$ cat config.mk
export PLATFORM = sky130hd
export DESIGN_NAME = gpundo_scan
export DESIGN_NICKNAME = d
export VERILOG_FILES = /design/src/hw/rtl/gpundo_pkg.sv /design/src/hw/rtl/gpundo_scan.sv
export SDC_FILE = /design/constraint.sdc
export NUM_CORES = 1
export LEC_CHECK = 0
export BUFFER_PORTS_ARGS = -buffer_cell sky130_fd_sc_hd__buf_2
export CORE_ASPECT_RATIO = 0.6
export CORE_UTILIZATION = 63
export CTS_CLUSTER_SIZE = 8
export DETAILED_ROUTE_END_ITERATION = 16
export PLACE_DENSITY = 0.89
export SYNTH_ARGS = -nofsm -noshare
export SYNTH_HDL_FRONTEND = slang
export SYNTH_SLANG_ARGS = --single-unit
$ cat constraint.sdc
create_clock -name clk -period 8.4 [get_ports clk]
set_input_delay 0.84 -clock clk [delete_from_list [all_inputs] [get_ports clk]]
set_output_delay 0.84 -clock clk [all_outputs]
set_load 0.05 [all_outputs]
$ cat src/hw/rtl/gpundo_pkg.sv
// ----------------------------------------------------------------------------
// gpundo_pkg
// Shared types, constants and helpers for the gradient predictor undo block.
// ----------------------------------------------------------------------------
`default_nettype none

package gpundo_pkg;

  // Default sizing of the line store and the component lanes.
  localparam int MAX_WIDTH_DEF = 2048;
  localparam int MAX_LANES_DEF = 4;

  // Fixed field widths.
  localparam int NUM_LANES  = 4;
  localparam int BYTE_W     = 8;
  localparam int PIXEL_W    = NUM_LANES * BYTE_W;
  localparam int WIDTH_W    = 12;
  localparam int HEIGHT_W   = 16;
  localparam int BPP_W      = 3;
  localparam int CFG_ADDR_W = 2;
  localparam int CFG_DATA_W = 16;

  // Reset values of the configuration registers.
  localparam logic [WIDTH_W-1:0]  RECT_WIDTH_RST  = WIDTH_W'(1);
  localparam logic [HEIGHT_W-1:0] RECT_HEIGHT_RST = HEIGHT_W'(1);
  localparam logic [BPP_W-1:0]    BPP_RST         = BPP_W'(3);

  localparam logic [BYTE_W-1:0] BYTE_MAX = 8'd255;

  // Configuration register indexes.
  typedef enum logic [CFG_ADDR_W-1:0] {
    REG_RECT_WIDTH      = 2'd0,
    REG_RECT_HEIGHT     = 2'd1,
    REG_BYTES_PER_PIXEL = 2'd2
  } cfg_reg_t;

  // Which neighbors form the prediction of a pixel.
  typedef enum logic [1:0] {
    PRED_ZERO  = 2'd0,
    PRED_ABOVE = 2'd1,
    PRED_LEFT  = 2'd2,
    PRED_GRAD  = 2'd3
  } pred_mode_t;

  // Per-pixel control from the raster scan to the reconstruction stage.
  typedef struct packed {
    pred_mode_t             mode;
    logic                   last;
    logic [NUM_LANES-1:0]   lane_en;
  } scan_info_t;

  // left + above - above_left, clamped to one byte.
  function automatic logic [BYTE_W-1:0] grad_pred(
    input logic [BYTE_W-1:0] left_b,
    input logic [BYTE_W-1:0] above_b,
    input logic [BYTE_W-1:0] above_left_b
  );
    logic [BYTE_W+1:0] sum;
    logic [BYTE_W-1:0] res;
    sum = {2'b00, left_b} + {2'b00, above_b} - {2'b00, above_left_b};
    if (sum[BYTE_W+1]) begin
      res = '0;
    end else if (sum[BYTE_W]) begin
      res = BYTE_MAX;
    end else begin
      res = sum[BYTE_W-1:0];
    end
    return res;
  endfunction

endpackage

`default_nettype wire

$ cat src/hw/rtl/gpundo_scan.sv
// ----------------------------------------------------------------------------
// gpundo_scan
// Configuration registers and the raster column/row counters.
// ----------------------------------------------------------------------------
`default_nettype none

module gpundo_scan #(
  parameter int MAX_WIDTH = gpundo_pkg::MAX_WIDTH_DEF,
  parameter int MAX_LANES = gpundo_pkg::MAX_LANES_DEF,
  parameter int COL_W     = $clog2(gpundo_pkg::MAX_WIDTH_DEF)
) (
  input  wire logic                              clk,
  input  wire logic                              rst,
  input  wire logic                              cfg_we,
  input  wire logic [gpundo_pkg::CFG_ADDR_W-1:0] cfg_addr,
  input  wire logic [gpundo_pkg::CFG_DATA_W-1:0] cfg_wdata,
  input  wire logic                              accept,
  output logic      [COL_W-1:0]                  col,
  output gpundo_pkg::scan_info_t                 info
);

  localparam int CW = (COL_W + 1 > gpundo_pkg::WIDTH_W) ? COL_W + 1 : gpundo_pkg::WIDTH_W;
  localparam int RW = gpundo_pkg::HEIGHT_W + 1;

  logic [gpundo_pkg::WIDTH_W-1:0]  rect_width;
  logic [gpundo_pkg::HEIGHT_W-1:0] rect_height;
  logic [gpundo_pkg::BPP_W-1:0]    bytes_per_pixel;
  logic [gpundo_pkg::HEIGHT_W-1:0] row;
  logic [COL_W-1:0]                col_next;
  logic [gpundo_pkg::HEIGHT_W-1:0] row_next;
  logic [CW-1:0]                   col_inc;
  logic [RW-1:0]                   row_inc;
  logic                            row_end;
  logic                            rect_end;

  // Configuration writes.
  always_ff @(posedge clk) begin
    if (rst) begin
      rect_width      <= gpundo_pkg::RECT_WIDTH_RST;
      rect_height     <= gpundo_pkg::RECT_HEIGHT_RST;
      bytes_per_pixel <= gpundo_pkg::BPP_RST;
    end else if (cfg_we) begin
      case (cfg_addr)
        gpundo_pkg::REG_RECT_WIDTH: begin
          rect_width <= cfg_wdata[gpundo_pkg::WIDTH_W-1:0];
        end
        gpundo_pkg::REG_RECT_HEIGHT: begin
          rect_height <= cfg_wdata[gpundo_pkg::HEIGHT_W-1:0];
        end
        gpundo_pkg::REG_BYTES_PER_PIXEL: begin
          bytes_per_pixel <= cfg_wdata[gpundo_pkg::BPP_W-1:0];
        end
        default: begin
        end
      endcase
    end
  end

  // End of row and rectangle; a zero width or height acts as one, and the
  // width saturates at the line store depth.
  always_comb begin
    col_inc  = CW'(col) + CW'(1);
    row_inc  = RW'(row) + RW'(1);
    row_end  = (col_inc >= CW'(rect_width)) || (col_inc >= CW'(MAX_WIDTH));
    rect_end = row_end && (row_inc >= RW'(rect_height));
    if (row_end) begin
      col_next = '0;
      row_next = rect_end ? '0 : row_inc[gpundo_pkg::HEIGHT_W-1:0];
    end else begin
      col_next = col_inc[COL_W-1:0];
      row_next = row;
    end
  end

  // Prediction mode, last flag and used lanes of the current pixel.
  always_comb begin
    if (row == '0 && col == '0) begin
      info.mode = gpundo_pkg::PRED_ZERO;
    end else if (col == '0) begin
      info.mode = gpundo_pkg::PRED_ABOVE;
    end else if (row == '0) begin
      info.mode = gpundo_pkg::PRED_LEFT;
    end else begin
      info.mode = gpundo_pkg::PRED_GRAD;
    end
    info.last = rect_end;
    for (int c = 0; c < gpundo_pkg::NUM_LANES; c++) begin
      info.lane_en[c] = (c == 0) ||
                        ((gpundo_pkg::BPP_W'(c) < bytes_per_pixel) && (c < MAX_LANES));
    end
  end

  // Raster counters advance on every accepted pixel.
  always_ff @(posedge clk) begin
    if (rst) begin
      col <= '0;
      row <= '0;
    end else if (accept) begin
      col <= col_next;
      row <= row_next;
    end
  end

endmodule

`default_nettype wire

==> results of run 1 <==
==> per-layer routing <==
| metal | vias up | track usage | share of wire |
|---|---|---|---|
| met3 | 15 | 0.0991 | 0.097 |
| met1 | 1536 | 0.465 | 0.49 |
| met5 | - | 0 | 0 |
| met2 | 139 | 0.478 | 0.41 |
| met4 | 0 | 0.0966 | 0.012 |
| li1 | 1626 | - | - |
==> cell type report <==
type	instances	share of cell area
Multi-Input combinational cell	330	0.541
Sequential cell	58	0.293
Clock inverter	2	0.00885
Tap cell	66	0.0209
Clock buffer	13	0.0427
Timing Repair Buffer	40	0.0518
Inverter	44	0.0417
==> logic make-up after synthesis <==
logic type / after synthesis / share of synthesized area
other cells: 1 / 0.00105
flops: 58 / 0.324
mux: 1 / 0.00279
buf+inv: 70 / 0.0798
xor+xnor: 23 / 0.0561
compound gates: 88 / 0.161
simple gates: 185 / 0.264
fa+ha+maj: 32 / 0.112
==> power by group through the flow <==
stage                     clock, uW  combinational [uW]  sequential (uW)
final                           274                 122              289
after global routing            287                 132              290
after CTS                       275                 121              289
after detailed placement          0                 120              295
after global placement            0                 119              294
after floorplan                   0                88.4              297
==> metrics by stage <==
step	area, um^2	worst slack (ns)
3_5_place_dp	3750	3.92
2_1_floorplan	3590	4.10
6_report	3960	3.43
4_1_cts	3960	3.50
3_3_place_gp	3750	4.13
5_1_grt	3960	3.22
==> cell usage in the layout (no fill, tap or decap), types with 4 or more instances in the layout <==
| cell type | netlist | layout |
|---|---|---|
| nand2_1 | 85 | 85 |
| dfxtp_1 | 58 | 58 |
| inv_1 | 43 | 43 |
| a21oi_1 | 41 | 41 |
| buf_2 | 4 | 38 |
| ha_1 | 32 | 32 |
| nand3_1 | 21 | 21 |
| nor2_1 | 17 | 17 |
| xnor2_1 | 16 | 16 |
| clkbuf_8 | 0 | 12 |
| o32ai_1 | 10 | 10 |
| xor2_1 | 7 | 7 |
| nor4_1 | 7 | 7 |
| o21ai_0 | 7 | 7 |
| nand2b_1 | 7 | 7 |
| a31oi_1 | 6 | 6 |
| or3_1 | 5 | 5 |
| nor3_1 | 5 | 5 |
| nand4_1 | 5 | 5 |
| nor2b_1 | 5 | 5 |
| nand3b_1 | 5 | 5 |
| and3_1 | 4 | 4 |
| nor3b_1 | 4 | 4 |
==> critical path: stages, from the launching register on <==
cell	delay [ns]
dfxtp_1	0.47
and3_1	0.22
and3_1	0.32
or3b_1	0.47
nor2_1	0.17
xor2_1	0.26
ha_1	0.29
and2_1	0.19
a221o_1	0.33
a31oi_1	0.19
o21ai_0	0.23
nor2_1	0.35
nor2_1	0.08
buf_2	0.22
==> cell usage after synthesis, drive strengths merged, types with 4 or more instances <==
cell	number	area, um^2
or3	5	31.3
nor2	17	63.8
nor2b	5	31.3
clkbuf	18	67.6
a21oi	41	205
o32ai	10	87.6
xnor2	16	140
nor3b	4	30.0
nand2	85	319
o21ai	7	35.0
and3	4	25.0
nand3	21	105
nor4	8	65.1
xor2	7	61.3
ha	32	400
a31oi	6	37.5
nand4	6	52.6
dfxtp	58	1160
nor3	7	51.3
inv	43	161
nand3b	5	37.5
buf	8	53.8
nand2b	7	43.8
==> how the worst max path moves through the flow <==
stage / endpoint / cells after the start
after floorplan: info[4] / 12
after global placement: info[4] / 13
after detailed placement: info[4] / 13
after CTS: info[4] / 13
after global routing: info[4] / 13
final: info[4] / 13
==> sequential cells by signal, indices dropped and copies added, names as in the netlist <==
register,count
row,16
col,11
rect_height,16
bytes_per_pixel,3
rect_width,12
==> metrics.cfg, run 1 <==
[outcome]
status = finished, final reports clean

[sta]
setup-violations-final = 0
max_slew_margin = 0.188
slew_violations = 0
fmax_mhz = 201
fin_skew_ns = 0.00621
min_period_ns = 4.97
tightest_slew_ns = 1.22
tns_ns = 0
grt_setup_unrepaired = false
hold_ws_ns = 0.457
final_hold_viol_count = 0
period_share = 0.592

[floorplan]
fp.dieW_um = 99.4
die_h_um = 60.5
core_mm2 = 0.00526
num_rows = 20
start_util = 0.683
io_pins = 40
dieArea_mm2 = 0.00601

[synth]
syn-instance-count = 458
yosysWarnings = 0
synth_edf_count = 0
synth-seq-area-share = 0.324
async_flop_share = 0
syn_area_mm2 = 0.00359
syn_nets = 512
synth-seq-cells = 58
synth_ff_type = dfxtp_1
ys_types = 56
avgSynthCellArea_um2 = 7.84

[global_route]
grt_use_total = 0.326
grt_first_pass_wirelength_um = 14600
grt_max_degree = 73
antenna_found_initial = 0
grt_remaining_overflow = 0
grt_pass1_vias = 2957

[finish]
fin_util = 0.753
layout-drive-gt1-share = 0.140
multi_input_area_mm2 = 0.00214
area_delta_synth_final_pct = 10.3
register_area_mm2 = 0.00116
diodes = 0
nets = 537
fill_cells = 396
finalNonFillerCells = 553

[worst_setup_path]
r2r_slack_ns = 4.26
rr_endpoint = row[0]
endpoint_kind = primary output
worstPathArrival_ns = 4.13
critPathKind = flip-flop to primary output
reg2reg_from = col[0]
worstPathMaxFanout = 7
r2r_cells = 11
required_ns = 7.56
crit_path_start = row[2]
crit_path_start_kind = flip-flop

[cts]
cts.sinks = 58
cts_setup_buffers = 0
htree_levels = 3
ctsHoldBuffers = 0
root_buffer = clkbuf_8
clk_latency_ns = 0.35
cts_buffer_depth = 2
cts_tree = yes
numCtsBuffers = 9
cts.clk_slew.worst_paths_ns = 0.06
post_cts_resized = 0

[power]
p_comb_frac = 0.178
power_frac_seq = 0.422
worst_ir_drop_vdd_mv = 0.139
clock_power_share = 0.401
leakagePower_uw = 0.00155
powerDensity_mw_per_mm2 = 173
p_switching_uw = 204
power.internal_uw = 481
total_power_uw = 685
switching_share = 0.298

[routing]
vias_per_cell = 6.00
num_vias = 3316
wire_per_inst_um = 16.3
antenna_left = 0
dr.pass1.iters = 7
route.detailed.drc = 0
drt_iter0_markers = 338
finalWirelength_um = 9020

[worst_hold_path]
hp-start = rect_height[4]
hold_end = rect_height[4]
worstHoldPathType = flip-flop to flip-flop
whs_path_depth = 2

[job]
drv_cap = 0

[place]
numPortBuffers = 38
hpwlAfterDp_um = 6460
dp_cells = 538
gp_congestion = 0.969

(Power assumes the default switching activity.)
==> run 2, diff against run 1 <==
--- a/config.mk
+++ b/config.mk
@@ -7,10 +7,10 @@
 export LEC_CHECK = 0
 export BUFFER_PORTS_ARGS = -buffer_cell sky130_fd_sc_hd__buf_2
 export CORE_ASPECT_RATIO = 0.6
-export CORE_UTILIZATION = 63
+export CORE_UTILIZATION = 53
 export CTS_CLUSTER_SIZE = 8
 export DETAILED_ROUTE_END_ITERATION = 16
-export PLACE_DENSITY = 0.89
+export PLACE_DENSITY = 0.8
 export SYNTH_ARGS = -nofsm -noshare
 export SYNTH_HDL_FRONTEND = slang
 export SYNTH_SLANG_ARGS = --single-unit
==> constraint.sdc (replaced) <==
create_clock -name clk -period 4.5 [get_ports clk]
set_input_delay 0.45 -clock clk [delete_from_list [all_inputs] [get_ports clk]]
set_output_delay 0.45 -clock clk [all_outputs]
set_load 0.05 [all_outputs]
==> metrics.cfg, run 2 (synthesis results as in run 1) <==
[worst_setup_path]
crit_top_cell = nor2_1
r2r_slack_ns = 0.62
worstSetupEndpoint = info[4]
endpoint_kind = primary output
crit_path_start = row[3]
worstPathArrival_ns = 3.85
rr_endpoint = col[7]
r2r_cells = 12
cpPeakStageDelay_ns = 0.45
cpMaxStageDelayCell = or3b_1
path_cells = and3_1 -> and3_2 -> or3b_1 -> nor2_1 -> xor2_1 -> ha_1 -> and2_1 -> a221o_1 -> a31oi_1 -> o21ai_1 -> nor2_2 -> nor2_1 -> buf_2
reg2reg_from = col[0]
required_ns = 4.05
critPathKind = flip-flop to primary output
crit_path_start_kind = flip-flop
worstPathMaxFanout = 7

[sta]
tightest_slew_ns = 1.16
fin_skew_ns = 0.00423
min_period_ns = 4.30
hold_ws_ns = 0.344
period_share = 0.955
slew_violations = 0
max_slew_margin = 0.226
setup-violations-final = 0
worst_slack_ns = 0.203
final_hold_viol_count = 0
fmax_mhz = 233

[finish]
finalInstanceArea_mm2 = 0.00414
top_regs = rect_height: 16 flops, row: 16 flops, rect_width: 12 flops
fill_cells = 543
layout-drive-gt1-share = 0.157
final_common_cell = nand2_1
final_cell_mix = nand2_1 (85), dfxtp_1 (57), inv_1 (43)
nets = 541
diodes = 0
finalNonFillerCells = 576
area_delta_synth_final_pct = 15.4

[floorplan]
num_rows = 22
io_pins = 40
dieArea_mm2 = 0.00711
die_h_um = 65.7
start_util = 0.567
core_mm2 = 0.00633
fp.dieW_um = 108

[global_route]
grt_max_degree = 41
grt_first_pass_wirelength_um = 15500
grt_use_total = 0.297
grt_remaining_overflow = 0
antenna_found_initial = 0
grt_pass1_vias = 3094

[cts]
cts_buffer_depth = 2
numCtsBuffers = 9
root_buffer = clkbuf_16
cts_tree = yes
cts.sinks = 58
cts.clk_slew.worst_paths_ns = 0.05
ctsHoldBuffers = 0
htree_levels = 3
clk_latency_ns = 0.34

[place]
dpl-instance-area_mm2 = 0.00379
gp_congestion = 0.993
pre_cts_slack_ns = 0.460
dp_cells = 558
hpwlAfterDp_um = 6810
numPortBuffers = 38

[routing]
vias_per_cell = 5.86
num_vias = 3375
dr.pass1.iters = 8
wire_per_inst_um = 16.4
finalWirelength_um = 9440
route.detailed.drc = 0
drt_iter0_markers = 384
antenna_left = 0

[job]
drv_cap = 0

[outcome]
status = finished, final reports clean

[worst_hold_path]
worstHoldPathType = input pin to flip-flop

[power]
worst_ir_drop_vdd_mv = 0.284
total_power_uw = 1530
powerDensity_mw_per_mm2 = 371
leakagePower_uw = 0.00163

-- run 2: worst min-delay path by stage --
stage	depth (start not counted)	to	start
after global placement	2	rect_width[5]	rect_width[5]
after detailed placement	2	rect_width[5]	rect_width[5]
after CTS	3	rect_height[15]	cfg_wdata[15]
after floorplan	1	bytes_per_pixel[0]	bytes_per_pixel[0]
after global routing	3	rect_height[15]	cfg_wdata[15]
final	3	rect_height[15]	cfg_wdata[15]
-- run 2: final cells by class --
| class | instances | area (um^2) | share of cell area |
|---|---|---|---|
| Inverter | 44 | 165 | 0.0399 |
| Clock buffer | 11 | 243 | 0.0586 |
| Multi-Input combinational cell | 330 | 2150 | 0.520 |
| Tap cell | 84 | 105 | 0.0254 |
| Clock inverter | 5 | 77.6 | 0.0187 |
| Sequential cell | 58 | 1160 | 0.281 |
| Timing Repair Buffer | 44 | 235 | 0.0568 |
-- run 2: metal layers --
metal	part of all wire	GRT usage
met3	0.092	0.101
met1	0.49	0.421
met5	0	0
met2	0.40	0.421
met4	0.017	0.0873
-- run 2: through the flow --
step / util / TNS (ns)
after floorplan: - / 0
after global placement: 0.599 / 0
after detailed placement: 0.599 / 0
after CTS: 0.650 / 0
after global routing: 0.654 / -0.0385
final: 0.654 / 0
-- run 2: critical path: cells and delay by family (launching register included) --
family / cells / cell delay [ns]
AOI/OAI and AO/OA: 3 / 0.73
DFF: 1 / 0.41
xor gates and xnor gates: 1 / 0.22
and+or+nand+nor: 7 / 1.63
adders and majority gates: 1 / 0.28
buffers and inverters: 1 / 0.23
-- run 2: what timing repair did --
action / CTS / global route
buffers inserted: 0 / 2
gates resized for setup: 0 / 5
endpoints found under the setup margin: 0 / 1
-- run 2: power by group --
group,internal [uW],switching (uW),total [uW],leakage (uW)
clock,497,249,746,0.000156
sequential,528,12.0,540,0.000470
combinational,84.4,164,248,0.00100
total,1110,424,1530,0.00163
==> run 3, diff against run 2 <==
--- a/config.mk
+++ b/config.mk
@@ -5,12 +5,14 @@
 export SDC_FILE = /design/constraint.sdc
 export NUM_CORES = 1
 export LEC_CHECK = 0
+export ABC_AREA = 1
 export BUFFER_PORTS_ARGS = -buffer_cell sky130_fd_sc_hd__buf_2
 export CORE_ASPECT_RATIO = 0.6
 export CORE_UTILIZATION = 53
 export CTS_CLUSTER_SIZE = 8
 export DETAILED_ROUTE_END_ITERATION = 16
-export PLACE_DENSITY = 0.8
+export PLACE_DENSITY = 0.76
+export RECOVER_POWER = 100
 export SYNTH_ARGS = -nofsm -noshare
 export SYNTH_HDL_FRONTEND = slang
 export SYNTH_SLANG_ARGS = --single-unit
==> metrics.cfg, run 3 <==
[outcome]
status = finished, final reports clean

[synth]
synth_edf_count = 0
async_flop_share = 0
yosys.area.top_type_share = 0.325
synth_common_cells = nand2_1 (102), inv_1 (79), dfxtp_1 (58), a21oi_1 (55), ha_1 (32)
yosysWarnings = 0
synth-seq-cells = 58
avgSynthCellArea_um2 = 7.29
synth-seq-area-share = 0.325
synthTopCellsByArea = dfxtp_1 (33%), ha_1 (11%), nand2_1 (11%)
yosysTopAreaCell = dfxtp_1
yosysMostFrequentCell = nand2_1
syn-instance-count = 490
syn_area_mm2 = 0.00357
syn_nets = 544
ys_types = 37
synth_ff_type = dfxtp_1

[sta]
period_share = 0.818
grt_setup_unrepaired = false
fin_skew_ns = 0.00915
slew_violations = 0
tightest_slew_ns = 0.913
final_hold_viol_count = 0
fmax_mhz = 272
setup-violations-final = 0
max_slew_margin = 0.392
min_period_ns = 3.68
tns_ns = 0
hold_ws_ns = 0.338

[floorplan]
dieArea_mm2 = 0.00708
io_pins = 40
fp.dieW_um = 108
start_util = 0.566
core_mm2 = 0.00630
num_rows = 22
die_h_um = 65.6

[finish]
fill_cells = 606
nets = 579
finalInstanceArea_mm2 = 0.00390
final_common_cell = nand2_1
area_delta_synth_final_pct = 9.22
top_regs = rect_height: 16 flops, row: 16 flops, rect_width: 12 flops
final_cell_mix = nand2_1 (105), inv_1 (80), dfxtp_1 (58)
layout-drive-gt1-share = 0.110
diodes = 0

[global_route]
grt_pass1_vias = 2924
grt_remaining_overflow = 0
grt_use_total = 0.272
grt_first_pass_wirelength_um = 14300
grt_max_degree = 33
antenna_found_initial = 0

[power]
powerDensity_mw_per_mm2 = 315
leakagePower_uw = 0.00172
worst_ir_drop_vdd_mv = 0.228

[cts]
cts_tree = yes
htree_levels = 3
root_buffer = clkbuf_8
clk_latency_ns = 0.36
numCtsBuffers = 9
cts_setup_buffers = 0
post_cts_resized = 0
cts.sinks = 58
ctsHoldBuffers = 0
cts.clk_slew.worst_paths_ns = 0.07
cts_buffer_depth = 2

[place]
hpwlAfterDp_um = 6720
gp_congestion = 0.896
dpl-instance-area_mm2 = 0.00381
numPortBuffers = 38

[routing]
num_vias = 3249
route.detailed.drc = 0
antenna_left = 0
vias_per_cell = 5.30
dr.pass1.iters = 5
drt_iter0_markers = 169
wire_per_inst_um = 14.0
finalWirelength_um = 8580

[worst_setup_path]
crit_path_start_kind = flip-flop
required_ns = 4.78
crit_path_start = col[1]
critPathKind = flip-flop to flip-flop
worstPathMaxFanout = 10
endpoint_kind = flip-flop
worstPathArrival_ns = 3.96
cpMaxStageDelayCell = dfxtp_1
path_cells = ha_1 -> nand3_1 -> nor3_1 -> nand3_1 -> o31ai_1 -> inv_1 -> ha_1 -> nand2_1 -> nor2_1 -> and2_0 -> nand2_1 -> nand4_1 -> nand2_1 -> inv_1 -> nand2_1 -> o21ai_0
cpPeakStageDelay_ns = 0.41
crit_top_cell = nand2_1
reg2reg_from = col[1]

[job]
drv_cap = 0

[worst_hold_path]
hp-start = cfg_wdata[0]
worstHoldPathType = input pin to flip-flop

run 3: cell types whose count changed after synthesis, sizes merged, moves of 7 or more:
cell,change
xnor2,-15
a21oi,+15
o21ai,+26
nor2,+12
nand2,+25
nand2b,-7
o32ai,-10
xor2,+12
inv,+38
run 3: power breakdown:
part           internal [uW]  switching, uW  leakage [uW]  total [uW]
clock                    224            209     0.0000920         433
combinational           71.4            182       0.00116         254
sequential               532           8.71      0.000472         541
total                    827            400       0.00172        1230
run 3: layout make-up:
cell class	instances	area (um^2)	area share
multi-input cells	336	1980	0.509
flip-flops and latches	58	1160	0.298
inverters	81	304	0.0780
repair buffers	39	176	0.0452
clock buffers	12	155	0.0398
well taps	84	105	0.0269
clock inverters	3	15.0	0.00385
run 3: routing by layer:
metal	global-route usage	vias up	wire length, um
met3	0.0804	7	707
met2	0.376	121	3400
li1	-	1644	-
met4	0.0805	0	81
met1	0.397	1477	4400
met5	0	-	0
run 3: per-stage QoR:
stage | cells | util | setup slack [ns] | total power, uW
2_1_floorplan | 490 | - | 1.27 | 756
3_3_place_gp | 598 | 0.604 | 1.39 | 814
3_5_place_dp | 598 | 0.604 | 1.33 | 822
4_1_cts | 613 | 0.631 | 0.938 | 1250
5_1_grt | 613 | 0.619 | 0.369 | 1290
6_report | 613 | 0.619 | 0.820 | 1230
run 3: logic make-up (layout without fill, tap and decap cells):
| kind of cell | count (synthesis) | after routing | synth area share |
|---|---|---|---|
| adders and majority gates | 32 | 32 | 0.112 |
| xor gates and xnor gates | 20 | 20 | 0.0491 |
| other | 1 | 1 | 0.00105 |
| and+or+nand+nor | 182 | 182 | 0.247 |
| DFF | 58 | 58 | 0.325 |
| buffers and inverters | 96 | 135 | 0.104 |
| AOI/OAI and AO/OA | 101 | 101 | 0.162 |
run 3: critical path, delay by kind of cell (launching register included):
| kind | cells | cell delay, ns |
|---|---|---|
| buffers and inverters | 2 | 0.44 |
| AO/OA/AOI/OAI | 2 | 0.48 |
| AND/OR/NAND/NOR | 10 | 1.79 |
| flip-flops | 1 | 0.41 |
| adder cells (fa/ha/maj) | 2 | 0.49 |
run 3: worst paths after layout:
| kind | endpoint | slack [ns] | depth (start not counted) |
|---|---|---|---|
| worst max-delay path | row[10] | 0.82 | 16 |
| worst min-delay path | rect_height[0] | 0.34 | 3 |
| worst max register to register | row[10] | 0.82 | 16 |
| worst min register to register | rect_height[8] | 0.46 | 2 |
