`src/hw/rtl/gpundo_pkg.sv`:
```
// ----------------------------------------------------------------------------
// gpundo_pkg
// Shared types, constants and helpers for the gradient predictor undo block.
// ----------------------------------------------------------------------------
`default_nettype none

package gpundo_pkg;

  // Default sizing of the line store and the component lanes.
  localparam int MAX_WIDTH_DEF = 2048;
  localparam int MAX_LANES_DEF = 4;

  // Fixed field widths.
  localparam int NUM_LANES  = 4;
  localparam int BYTE_W     = 8;
  localparam int PIXEL_W    = NUM_LANES * BYTE_W;
  localparam int WIDTH_W    = 12;
  localparam int HEIGHT_W   = 16;
  localparam int BPP_W      = 3;
  localparam int CFG_ADDR_W = 2;
  localparam int CFG_DATA_W = 16;

  // Reset values of the configuration registers.
  localparam logic [WIDTH_W-1:0]  RECT_WIDTH_RST  = WIDTH_W'(1);
  localparam logic [HEIGHT_W-1:0] RECT_HEIGHT_RST = HEIGHT_W'(1);
  localparam logic [BPP_W-1:0]    BPP_RST         = BPP_W'(3);

  localparam logic [BYTE_W-1:0] BYTE_MAX = 8'd255;

  // Configuration register indexes.
  typedef enum logic [CFG_ADDR_W-1:0] {
    REG_RECT_WIDTH      = 2'd0,
    REG_RECT_HEIGHT     = 2'd1,
    REG_BYTES_PER_PIXEL = 2'd2
  } cfg_reg_t;

  // Which neighbors form the prediction of a pixel.
  typedef enum logic [1:0] {
    PRED_ZERO  = 2'd0,
    PRED_ABOVE = 2'd1,
    PRED_LEFT  = 2'd2,
    PRED_GRAD  = 2'd3
  } pred_mode_t;

  // Per-pixel control from the raster scan to the reconstruction stage.
  typedef struct packed {
    pred_mode_t             mode;
    logic                   last;
    logic [NUM_LANES-1:0]   lane_en;
  } scan_info_t;

  // left + above - above_left, clamped to one byte.
  function automatic logic [BYTE_W-1:0] grad_pred(
    input logic [BYTE_W-1:0] left_b,
    input logic [BYTE_W-1:0] above_b,
    input logic [BYTE_W-1:0] above_left_b
  );
    logic [BYTE_W+1:0] sum;
    logic [BYTE_W-1:0] res;
    sum = {2'b00, left_b} + {2'b00, above_b} - {2'b00, above_left_b};
    if (sum[BYTE_W+1]) begin
      res = '0;
    end else if (sum[BYTE_W]) begin
      res = BYTE_MAX;
    end else begin
      res = sum[BYTE_W-1:0];
    end
    return res;
  endfunction

endpackage

`default_nettype wire

```
`src/hw/rtl/gpundo_recon.sv`:
```
// ----------------------------------------------------------------------------
// gpundo_recon
// Reconstruction stage: prediction from the line store word, left and
// above-left pixels, write-back to the line store and the output register.
// ----------------------------------------------------------------------------
`default_nettype none

module gpundo_recon #(
  parameter int MAX_LANES = gpundo_pkg::MAX_LANES_DEF,
  parameter int COL_W     = $clog2(gpundo_pkg::MAX_WIDTH_DEF),
  parameter int WORD_W    = gpundo_pkg::MAX_LANES_DEF * gpundo_pkg::BYTE_W
) (
  input  wire logic                           clk,
  input  wire logic                           rst,
  // Request entering the stage.
  input  wire logic                           load,
  input  wire logic [COL_W-1:0]               load_col,
  input  wire gpundo_pkg::scan_info_t         load_info,
  input  wire logic [gpundo_pkg::PIXEL_W-1:0] load_res,
  output logic                                free,
  // Line store.
  input  wire logic [WORD_W-1:0]              rd_data,
  output logic                                wr_en,
  output logic      [COL_W-1:0]               wr_addr,
  output logic      [WORD_W-1:0]              wr_data,
  // Result stream.
  output logic                                m_tvalid,
  input  wire logic                           m_tready,
  output logic      [gpundo_pkg::PIXEL_W-1:0] m_tdata,
  output logic                                m_tlast
);

  localparam int BW = gpundo_pkg::BYTE_W;

  logic                           s1_valid;
  logic [COL_W-1:0]               s1_col;
  gpundo_pkg::scan_info_t         s1_info;
  logic [gpundo_pkg::PIXEL_W-1:0] s1_res;
  logic                           byp_hit;
  logic [WORD_W-1:0]              byp_word;
  logic [WORD_W-1:0]              left_word;
  logic [WORD_W-1:0]              above_left_word;
  logic [WORD_W-1:0]              above_word;
  logic [gpundo_pkg::PIXEL_W-1:0] result;
  logic                           s1_adv;

  // Stage moves when the output register is empty or being drained.
  assign s1_adv = s1_valid && (!m_tvalid || m_tready);
  assign free   = !s1_valid || s1_adv;

  // The word read for this pixel misses a write made at the same edge.
  assign above_word = byp_hit ? byp_word : rd_data;

  // Per-lane prediction and reconstruction.
  for (genvar c = 0; c < gpundo_pkg::NUM_LANES; c++) begin : g_lane
    if (c < MAX_LANES) begin : g_used
      logic [BW-1:0] pred;
      always_comb begin
        case (s1_info.mode)
          gpundo_pkg::PRED_ZERO:  pred = '0;
          gpundo_pkg::PRED_ABOVE: pred = above_word[c*BW +: BW];
          gpundo_pkg::PRED_LEFT:  pred = left_word[c*BW +: BW];
          gpundo_pkg::PRED_GRAD: begin
            pred = gpundo_pkg::grad_pred(left_word[c*BW +: BW], above_word[c*BW +: BW],
                                         above_left_word[c*BW +: BW]);
          end
          default: pred = '0;
        endcase
      end
      assign result[c*BW +: BW] = s1_info.lane_en[c] ? (s1_res[c*BW +: BW] + pred) : '0;
    end else begin : g_unused
      assign result[c*BW +: BW] = '0;
    end
  end

  // Line store write-back.
  assign wr_en   = s1_adv;
  assign wr_addr = s1_col;
  assign wr_data = result[WORD_W-1:0];

  // Stage control.
  always_ff @(posedge clk) begin
    if (rst) begin
      s1_valid <= 1'b0;
      byp_hit  <= 1'b0;
    end else begin
      if (load) begin
        s1_valid <= 1'b1;
        byp_hit  <= s1_adv && (s1_col == load_col);
      end else if (s1_adv) begin
        s1_valid <= 1'b0;
      end
    end
  end

  // Stage payload.
  always_ff @(posedge clk) begin
    if (load) begin
      s1_col   <= load_col;
      s1_info  <= load_info;
      s1_res   <= load_res;
      byp_word <= result[WORD_W-1:0];
    end
  end

  // Neighbor pixels follow the reconstructed stream.
  always_ff @(posedge clk) begin
    if (rst) begin
      left_word       <= '0;
      above_left_word <= '0;
    end else if (s1_adv) begin
      left_word       <= result[WORD_W-1:0];
      above_left_word <= above_word;
    end
  end

  // Output register.
  always_ff @(posedge clk) begin
    if (rst) begin
      m_tvalid <= 1'b0;
    end else if (s1_adv) begin
      m_tvalid <= 1'b1;
    end else if (m_tready) begin
      m_tvalid <= 1'b0;
    end
  end

  always_ff @(posedge clk) begin
    if (s1_adv) begin
      m_tdata <= result;
      m_tlast <= s1_info.last;
    end
  end

endmodule

`default_nettype wire

```
`config.mk`:
```
export PLATFORM = sky130hd
export DESIGN_NAME = gpundo_recon
export DESIGN_NICKNAME = d
export VERILOG_FILES = /design/src/hw/rtl/gpundo_pkg.sv /design/src/hw/rtl/gpundo_recon.sv
export SDC_FILE = /design/constraint.sdc
export NUM_CORES = 1
export LEC_CHECK = 0
export ABC_AREA = 1
export BUFFER_PORTS_ARGS = -buffer_cell sky130_fd_sc_hd__buf_2
export CAP_MARGIN = 20
export CORE_MARGIN = 2
export CORE_UTILIZATION = 52
export CTS_CLUSTER_DIAMETER = 200
export DETAILED_ROUTE_END_ITERATION = 16
export PLACE_DENSITY = 0.77
export SLEW_MARGIN = 20
export SYNTH_ARGS = -nofsm -noshare
export SYNTH_HDL_FRONTEND = slang
export SYNTH_SLANG_ARGS = --single-unit
```
`constraint.sdc`:
```
create_clock -name clk -period 4.7 [get_ports clk]
set_input_delay 0.705 -clock clk [delete_from_list [all_inputs] [get_ports clk]]
set_output_delay 0.705 -clock clk [all_outputs]
set_load 0.03 [all_outputs]
```
==> summary.md, run 1 <==
| Metric | Value |
|---|---|
| Critical path fanouts, max | 5 |
| Area contributors post-synth | edfxtp_1 32%, dfxtp_1 12%, nand2_1 9.4% |
| PnR worst setup slack | -0.689 ns |
| ANT cells | 0 |
| Most frequent cells after synthesis | 273 x nand2_1, 187 x inv_1, 115 x edfxtp_1 |
| Clk_skew | ~0.011 ns |
| Async SR Flop Fraction | 0% |
| Area leader, netlist | edfxtp_1 |
| Pin count of the biggest net entering global routing | 112 |
| Synth Area in Adders | ~14% |
| Wirelength per Cell | 18.6 um |
| Total number of yosys warnings | 0 |
| Worst-Skew Late Latency | 0.44 ns |
| Initial Util | 53.3% |
| Outcome | complete, but fails checks |
| Fin. max-slew vios | 0 |
| Min-Delay Path Class | reg -> reg |
| CTS buffer count | 17 |
| Layout area overhead | 45.3% |
| R2R Setup Slk | 0.18 ns |
| Top-Level Pins | 165 |
| Leak | 7.17 nW |
| Global-route wire length before repair | 49.2 mm |
| Minimum clock period | 5.39 ns |
| Hold buffer count at CTS | 0 |
| Initial antenna violation count | 1 |
| Measured slew at the worst slew-check pin | a little over 0.9 ns |
| Hold EP | m_tlast |
| CP top delay family | adder cells |
| # port buffers | 164 |
| CP max-delay cell | fa_1 |
| Die span in x | 148 um |
| DRT Pass-1 Iters | 5 |
| HP Start | s1_info[4] |
| GP Congestion | 0.886 |
| DRT antenna net count | 0 |
| Register area share after synthesis | 44.2% |
| Startpoint Class | flop |
| Gr ovfl total | 0 |
| Final period util | 115% |
| Dominant combinational cell family by area after synthesis | simple AND/OR/NAND/NOR gates |
| Slowest cell delay on critical path | 0.51 ns |
| FP Rows | 52 |
| Compound-Gate Fraction of Synth Area | around 13% |
| Share of layout cells above drive strength 1 | a little over two fifths |
| Worst-path clk slew | 0.08 ns |
| WHS Path Cells | 0 |
| Failing checks | negative setup slack |
| WL final | ~35 mm |
| Met2 usage | 49.7% |
| Max Fclk | around 190 MHz |
| Clk sinks | 182 |
| RR Endpoint | byp_word[23] |
| Post-route DRC | 0 |
| Ys flop type | edfxtp_1 |
| Htree depth | 4 |
| Nets | 1793 |
| CTS tree | yes |
| Syn nets | 1408 |
| All-Layer GR Usage | 28.4% |
| GR peak layer | met2 |
| Max clock buf depth | 2 |
| Mean area per synthesized cell | 8.88 sq um |
| Die Ht | 148 um |
| Worst Setup End Kind | output port |
| Gate Count Post-Synth | 1222 |
| Final Hold Fails | 0 |
| Dpl ws | -0.490 ns |
| Cell area power density | 409 nW/um^2 |
| Final-report setup violation count | 27 |
| CP Class | reg -> out |
| DRT iter0 DRCs | 910 |
| Max-cap violation count | 0 |
| Register bit count reported by yosys | 182 |
| Fillers | roughly 1300 |
| WP buf/inv | 6 |
| Met3 usage | 5.00% |
| DP Area | 13200 sq um |
| Area of the die | 22000 sq um |
| Routing usage on met1 | approximately a third |
| Worst rel slew slack | 37.8% |
| Peak supply drop | 0.000258 V |
| Clk root buf | clkbuf_16 |
| Synthesized area | 10800 sq um |
| RSZ-0062 raised after global routing | yes |
| Count of different cell masters after synthesis | 42 |
| Worst Setup SP | byp_hit |
| R2r startpoint | byp_hit |
| DR vias | ~10000 |
| Worst EP required | around 4 ns |
| Total core area | slightly above 20000 sq um |
| Finished Cell Area | 15800 sq um |
| HPWL after DPL | 19.8 mm |
| Top cell type's share of synthesized area | 31.8% |
| Most frequent cell after synthesis | nand2_1 |
| Post-synth EDFFs | 115 |
| Crit path DAT | 4.68 ns |
| Most frequent cell on the critical path | nand2_2 |
| Reg2reg path depth | 25 |
| Post-synthesis mux area share | under 10% |
| Vias/cell | 5.53 |
| Synth Area in Simple Gates | approximately 17% |
| XOR/XNOR Fraction of Synth Area | under 10% |
| Vias in the first global route | 10081 |
[repair_timing]
item,in CTS,in global routing
setup buffers,28,40
pin swaps,36,83
cloned,2,2
endpoints found under the setup margin,28,30
gates resized for setup,202,146
[per-stage QoR]
| step | power (W) | std cells | util [%] | hold slack, ns | setup TNS [ns] |
|---|---|---|---|---|---|
| floorplan | 0.00329 | 1222 | - | 0.400 | -0.0851 |
| global placement | 0.00408 | 1792 | 64.8 | 0.403 | -3.70 |
| detailed placement | 0.00414 | 1792 | 64.8 | 0.409 | -5.78 |
| CTS | 0.00597 | 1854 | 72.7 | 0.418 | -9.21 |
| global route | 0.00676 | 1890 | 77.4 | 0.413 | -16.16 |
| finish | 0.00645 | 1890 | 77.4 | 0.427 | -11.35 |
[layer usage]
metal  routed length, um  up-vias
met3                2320      149
met1               13100     4973
met2               18000      499
met5                  13        -
li1                    -     4830
met4                1580        2
[kinds of logic after synthesis]
family | after synthesis
flip-flops | 182
adder cells (fa/ha/maj) | 100
XOR/XNOR | 19
buffers and inverters | 230
multiplexers | 21
AND/OR/NAND/NOR | 435
AO/OA/AOI/OAI | 235
[power breakdown]
group,internal (W),leakage (nW),switching (W)
sequential,0.00189,1.68,0.0000905
clock,0.000725,0.297,0.000751
combinational,0.00136,5.19,0.00164
[sequential cells by signal, indices dropped and copies added (netlist names), 7 cells and up]
| name | flops |
|---|---|
| m_tdata | 32 |
| wr_addr | 11 |
| left_word | 32 |
| above_left_word | 32 |
| s1_info | 7 |
| s1_res | 32 |
| byp_word | 32 |
[final cells by class]
type | count | area [sq um] | share of cell area [%]
clock buffers | 17 | 425 | 2.70
clock inverters | 15 | 183 | 1.16
inverters | 198 | 763 | 4.84
multi-input cells | 810 | 6350 | 40.3
flip-flops and latches | 182 | 4800 | 30.4
well taps | 270 | 338 | 2.14
repair buffers | 398 | 2900 | 18.4
[worst reg2reg max path, stage by stage (launching register included)]
cell	delay [ns]
dfxtp_4	0.40
buf_6	0.14
buf_12	0.14
mux2i_4	0.31
fa_1	0.48
inv_2	0.08
ha_4	0.21
or2_4	0.25
nand3_4	0.10
nand3_2	0.09
nand2_2	0.12
inv_4	0.06
buf_4	0.14
buf_4	0.12
o21ai_1	0.18
nand3_1	0.19
ha_4	0.22
a21oi_2	0.17
o21ai_2	0.11
a31oi_4	0.19
buf_6	0.12
nand3_2	0.07
nand3_2	0.09
inv_2	0.05
buf_4	0.13
buf_4	0.13
[layout by cell type (no fill, tap or decap), types with 6 or more instances in the layout]
cell       netlist  routed
nand2_2         17      51
xnor2_1         13      13
ha_4             0      28
o21ai_1          2      21
fa_1            36      28
buf_2            4     136
buf_4            3     214
clkbuf_16        0      19
a21oi_1         92      73
o221ai_2         0      14
nor2_2           5      10
buf_6            2      42
fa_2             0       8
inv_1          187     159
a211oi_1         9       9
mux2i_4          0      15
xor2_1           6       6
inv_2            6      31
nand3_1         50      38
nand2_4          2       6
o21ai_2          0      13
a31oi_4          0       8
a21oi_2          4      22
ha_1            64      31
nand2_1        273     235
edfxtp_1       115     115
nor2_1          60      48
dfxtp_1         67      66
o21ai_0         90      58
nor2_4           1       8
nand3_2         13      23
[how the worst max path moves through the flow]
stage / endpoint / slack [ns] / cells past startpoint
2_1_floorplan: wr_data[12] / -0.07 / 19
3_3_place_gp: wr_data[14] / -0.36 / 22
3_5_place_dp: wr_data[13] / -0.49 / 26
4_1_cts: wr_data[14] / -0.55 / 23
5_1_grt: wr_data[30] / -0.82 / 26
6_report: wr_data[30] / -0.69 / 26
Power figures use the tool's default switching activity.
==> inputs of run 2 (changes only) <==
- CORE_UTILIZATION: 52 -> 58
- PLACE_DENSITY: 0.77 -> 0.81
- clock period: 4.7 -> 5.9 ns (I/O delays scaled with it)
==> run 2 against run 1 <==
Compared with the run above:
- the flow now finishes without violations
- non-clock buffer count shrank 213
- register-to-register slack gained 1.2 ns
- highest routed layer is now met4
- die area down 10%
- sequential cell count did not move
- critical path depth shrank 4
- clock-buffer cell count rose by 1
- sequential power decreased by 21%
- via count fell by 14%
- utilization is 7.4 points lower
- clock skew is 0.0060 ns higher
- combinational power is 49% lower
==> summary.md, run 2 (same netlist as run 1, synthesis figures left out) <==
| Metric | Value |
|---|---|
| Vias/cell | 5.51 |
| Area of the die | 19800 sq um |
| ANT cells | 0 |
| Gr ovfl total | 0 |
| DRT iter0 DRCs | 560 |
| HPWL after DPL | 18.6 mm |
| Dpl ws | between 0.2 and 0.25 ns |
| Worst rel slew slack | between 20% and 30% |
| # port buffers | 164 |
| Critical path fanouts, max | 6 |
| CTS buffer count | 17 |
| Startpoint Class | flop |
| Routing usage on met1 | approximately a third |
| DRT Pass-1 Iters | 6 |
| GP Congestion | 0.901 |
| GR peak layer | met2 |
| Worst Setup End Kind | output port |
| Outcome | finished, final reports clean |
| Wirelength per Cell | ~17 um |
| Post-Place Cells | roughly 1600 |
| Peak supply drop | 0.000271 V |
| Worst-Skew Late Latency | about 0.44 ns |
| Most frequent cells in the layout | 271 x nand2_1, 184 x inv_1, 156 x buf_2 |
| R2r startpoint | byp_hit |
| Die span in x | 141 um |
| Worst EP required | around 5 ns |
| Clk_skew | ~0.017 ns |
| DR vias | 9041 |
| Reg2reg path depth | 24 |
| Initial Util | 58.6% |
| Measured slew at the worst slew-check pin | about 1.1 ns |
| Clk root buf | clkbuf_16 |
| Total core area | around 19000 sq um |
| Clk sinks | 182 |
| Layout area overhead | 19.4% |
| Max Fclk | 172 MHz |
| Final TNS setup | 0 ns |
| CTS tree | yes |
| Pin count of the biggest net entering global routing | 70 |
| Max clock buf depth | 2 |
| WL final | 27.6 mm |
| Worst-path clk slew | about 0.08 ns |
| Share of layout cells above drive strength 1 | 23.5% |
| R2R Setup Slk | 1.36 ns |
| Crit path DAT | just under 5 ns |
| Initial antenna violation count | 0 |
| Htree depth | 4 |
| Final Hold Fails | 0 |
| Hold EP | m_tlast |
| Finished Cell Area | 13000 sq um |
| Die Ht | 141 um |
| Leak | 5.99 nW |
| All-Layer GR Usage | 27.1% |
| Met2 usage | roughly 47% |
| Finished Layout Cells | 1641 |
| Global-route wire length before repair | between 40 and 50 mm |
| Worst hold slack | approximately 0.44 ns |
| DRT antenna net count | 0 |
| Min-Delay Path Class | reg -> reg |
| Top-Level Pins | 165 |
| Fin. max-slew vios | 0 |
| WHS Path Cells | 0 |
| HP Start | s1_info[4] |
| Minimum clock period | 5.81 ns |
| Worst Setup SP | byp_hit |
| CP Class | reg -> out |
| Max-cap violation count | 0 |
| Met3 usage | 5.64% |
| Commonest non-fill, non-tap cell in the layout | nand2_1 |
| DP Area | between 10000 and 15000 sq um |
| FP Rows | 50 |
| RSZ-0062 raised after global routing | yes |
| Final-report setup violation count | 0 |
| Post-route DRC | 0 |
| Hold buffer count at CTS | 0 |
| Final period util | between 90% and 100% |
| Cell area power density | 325 nW/um^2 |
| Vias in the first global route | 8885 |
| PnR worst setup slack | 0.0855 ns |
| RR Endpoint | left_word[21] |
| Nets | 1580 |
==> run 2: metal layers <==
layer,share of wire (%),vias to the layer above
li1,-,4404
met1,42,4254
met2,50,329
met3,6.3,54
met4,1.9,0
met5,0,-
==> run 2: critical path, cell delays in order, from the launching register on <==
cell and delay, ns:
dfxtp_4 0.46, clkbuf_16 0.21, mux2i_4 0.26, fa_1 0.43, inv_1 0.08, ha_1 0.26, or2_1 0.29, nand3_2 0.10
nand3_1 0.08, nand2_2 0.11, inv_1 0.10, o21ai_0 0.23, o221ai_1 0.23, ha_1 0.44, nand2_1 0.09, nand2_1 0.06
a31oi_2 0.16, o21ai_0 0.10, a21oi_1 0.22, or2_2 0.16, nand3_1 0.08, inv_1 0.12, clkbuf_4 0.20
==> run 2: cell type report <==
class / count / area, sq um
clock buffers: 18 / 429
clock inverters: 14 / 135
fillers: 1402 / 5570
inverters: 198 / 754
multi-input cells: 810 / 5480
flip-flops and latches: 182 / 4800
well taps: 234 / 293
repair buffers: 185 / 1060
==> run 2: worst max-delay path by stage <==
stage                     cells after the start     endpoint  slack, ns
after CTS                                    23  wr_data[22]       0.01
after global routing                         24  wr_data[22]       -0.1
final                                        22  wr_data[22]       0.09
after global placement                       21   wr_data[6]       0.34
after floorplan                              19  wr_data[28]       0.83
after detailed placement                     22   wr_data[6]       0.22
==> run 2: per-stage QoR <==
step                      total power, W  utilization [%]
after floorplan                  0.00261                -
after global placement           0.00293             64.3
after detailed placement         0.00298             64.3
after CTS                        0.00410             67.5
after global routing             0.00444             69.9
final                            0.00421             69.9
==> run 2: timing repair <==
action,in CTS,in global routing
pin swaps,0,9
resized for setup,6,81
setup buffers,0,7
cloned,0,3
setup endpoints to repair,4,18
==> run 2: power by group <==
part	total (W)	switching, W	internal, W	leakage (nW)
sequential	0.00156	0.0000615	0.00150	1.68
combinational	0.00152	0.000986	0.000537	4.04
clock	0.00112	0.000560	0.000560	0.271
==> inputs of run 3 (changes only) <==
- PLACE_DENSITY: 0.81 -> 0.82
==> run 3 against run 2 <==
Compared with the run above:
- clock-buffer cell count grew 1
- utilization shrank 0.51 points
- routed wire length shrank 2.9%
- via count shrank 0.59%
- highest routed layer is now met5
- sequential share of layout area grew 0.27 points
- sequential power is essentially flat
- sequential cell count is the same
==> summary.md, run 3 (same netlist as run 1, synthesis figures left out) <==
| Metric | Value |
|---|---|
| Critical path fanouts, max | 8 |
| Share of layout cells above drive strength 1 | 23.0% |
| Htree depth | 4 |
| Vias/cell | 5.49 |
| All-Layer GR Usage | a little over a quarter |
| DRT Pass-1 Iters | 7 |
| WP depth | 21 |
| Post-layout total power | 0.00417 W |
| Finished Layout Cells | 1637 |
| Die span in x | 141 um |
| Worst-Skew Late Latency | 0.44 ns |
| CP Class | reg -> out |
| Routing usage on met1 | between 30% and 40% |
| Global-route wire length before repair | 42.8 mm |
| GP Congestion | 0.857 |
| Area of the die | 19800 sq um |
| CP max-delay cell | fa_1 |
| RSZ-0062 raised after global routing | yes |
| Crit path DAT | 4.86 ns |
| GR peak layer | met2 |
| Wirelength per Cell | about 16 um |
| Slowest cell delay on critical path | about 0.46 ns |
| Reg2reg path depth | 20 |
| Minimum clock period | about 5.7 ns |
| PnR worst setup slack | 0.158 ns |
| Commonest non-fill, non-tap cell in the layout | nand2_1 |
| Final period util | 97.3% |
| Max clock buf depth | 2 |
| Most frequent cells in the layout | 272 x nand2_1, 185 x inv_1, 158 x buf_2 |
| Clk root buf | clkbuf_16 |
| DRT antenna net count | 0 |
| Total core area | around 19000 sq um |
| Util after Layout | a little over two thirds |
| Vias in the first global route | 8877 |
| Cell Chain, Critical Path | buf_12, mux2i_2, fa_1, inv_1, ha_1, or2_1, nand3_2, nand3_1, nand2_2, inv_1, o21ai_1, o211ai_1, ha_2, fa_1, a31oi_2, o21ai_0, a21oi_1, or2_2, nand3_1, inv_2, clkbuf_4 |
| Worst Setup End Kind | output port |
| Measured slew at the worst slew-check pin | roughly 0.93 ns |
| HPWL after DPL | 18.4 mm |
| FP Rows | 50 |
| Clk_skew | 0.00954 ns |
| Cell area power density | 324 nW/um^2 |
| Met2 usage | between 40% and 50% |
| WHS Path Cells | 0 |
| Post-Place Cells | 1597 |
| Max Fclk | 174 MHz |
| Post-route DRC | 0 |
| Outcome | finished, final reports clean |
| Final TNS setup | 0 ns |
| Gr ovfl total | 0 |
| ANT cells | 0 |
| Final Hold Fails | 0 |
| DRT iter0 DRCs | 636 |
| Initial Util | 58.6% |
| Min-Delay Path Class | reg -> reg |
| Die Ht | 141 um |
| Worst EP required | approximately 5 ns |
| Final-report setup violation count | 0 |
| Top-Level Pins | 165 |
| CP top delay family | adder cells |
| CTS tree | yes |
| Layout area overhead | 18.5% |
| Dpl ws | 0.224 ns |
| Fin. max-slew vios | 0 |
| WL final | 26.8 mm |
| Startpoint Class | flop |
| Max-cap violation count | 0 |
| Hold buffer count at CTS | 0 |
| Peak supply drop | ~0.00024 V |
| WP buf/inv | 5 |
| DR vias | about 9000 |
| Leak | just under 6 nW |
| Met3 usage | 5.57% |
| Clk sinks | 182 |
| Nets | around 1600 |
| Initial antenna violation count | 1 |
| CTS buffer count | 17 |
| Worst-path clk slew | 0.07 ns |
| Worst rel slew slack | 37.7% |
| # port buffers | around 160 |
| Pin count of the biggest net entering global routing | 59 |
run 3: cell count changes in the layout (fill, tap and decap cells not counted), sizes merged:
cell      change
clkinv        -3
clkbuf        -3
clkinvlp      +1
inv           +1
run 3: repair_timing:
action / CTS / global route
endpoints found under the setup margin: 8 / 18
resized for setup: 7 / 75
pin swaps: 0 / 11
setup buffers: 0 / 8
run 3: worst register-to-register path, delay by kind of cell, from the launching register on:
kind / cells / cell delay [ns]
buffers and inverters: 4 / 0.42
multiplexers: 1 / 0.30
AO/OA/AOI/OAI: 5 / 0.80
adder cells (fa/ha/maj): 4 / 1.41
AND/OR/NAND/NOR: 6 / 0.82
flip-flops: 1 / 0.45
run 3: per-stage QoR:
stage | area, sq um | hold slack [ns]
3_3_place_gp | 11900 | 0.403
3_5_place_dp | 11900 | 0.420
4_1_cts | 12500 | 0.423
5_1_grt | 12900 | 0.437
6_report | 12900 | 0.422
2_1_floorplan | 10800 | 0.400
run 3: final timing paths:
| check | startpoint | to | slack [ns] |
|---|---|---|---|
| setup / recovery | byp_hit | wr_data[22] | 0.16 |
| hold / removal | s1_info[4] | m_tlast | 0.42 |
| setup reg to reg | byp_hit | byp_word[22] | 1.49 |
| hold reg to reg | s1_info[4] | m_tlast | 0.42 |
run 3: cell type report:
cell class / count / area [sq um]
Multi-Input combinational cell: 810 / 5460
Inverter: 198 / 754
Clock inverter: 13 / 108
Clock buffer: 19 / 443
Timing Repair Buffer: 181 / 1000
Fill cell: 1424 / 5660
Tap cell: 234 / 293
Sequential cell: 182 / 4800
run 3: per-layer routing:
metal / vias to the layer above / share of wire (%)
met4: 2 / 1.4
met5: - / 0.048
met2: 293 / 49
met3: 40 / 5.6
met1: 4270 / 44
li1: 4383 / -
run 3: where the power goes:
group | leakage [nW] | internal [W] | switching (W)
clock | 0.262 | 0.000562 | 0.000537
combinational | 4.02 | 0.000529 | 0.000976
sequential | 1.68 | 0.00150 | 0.0000609
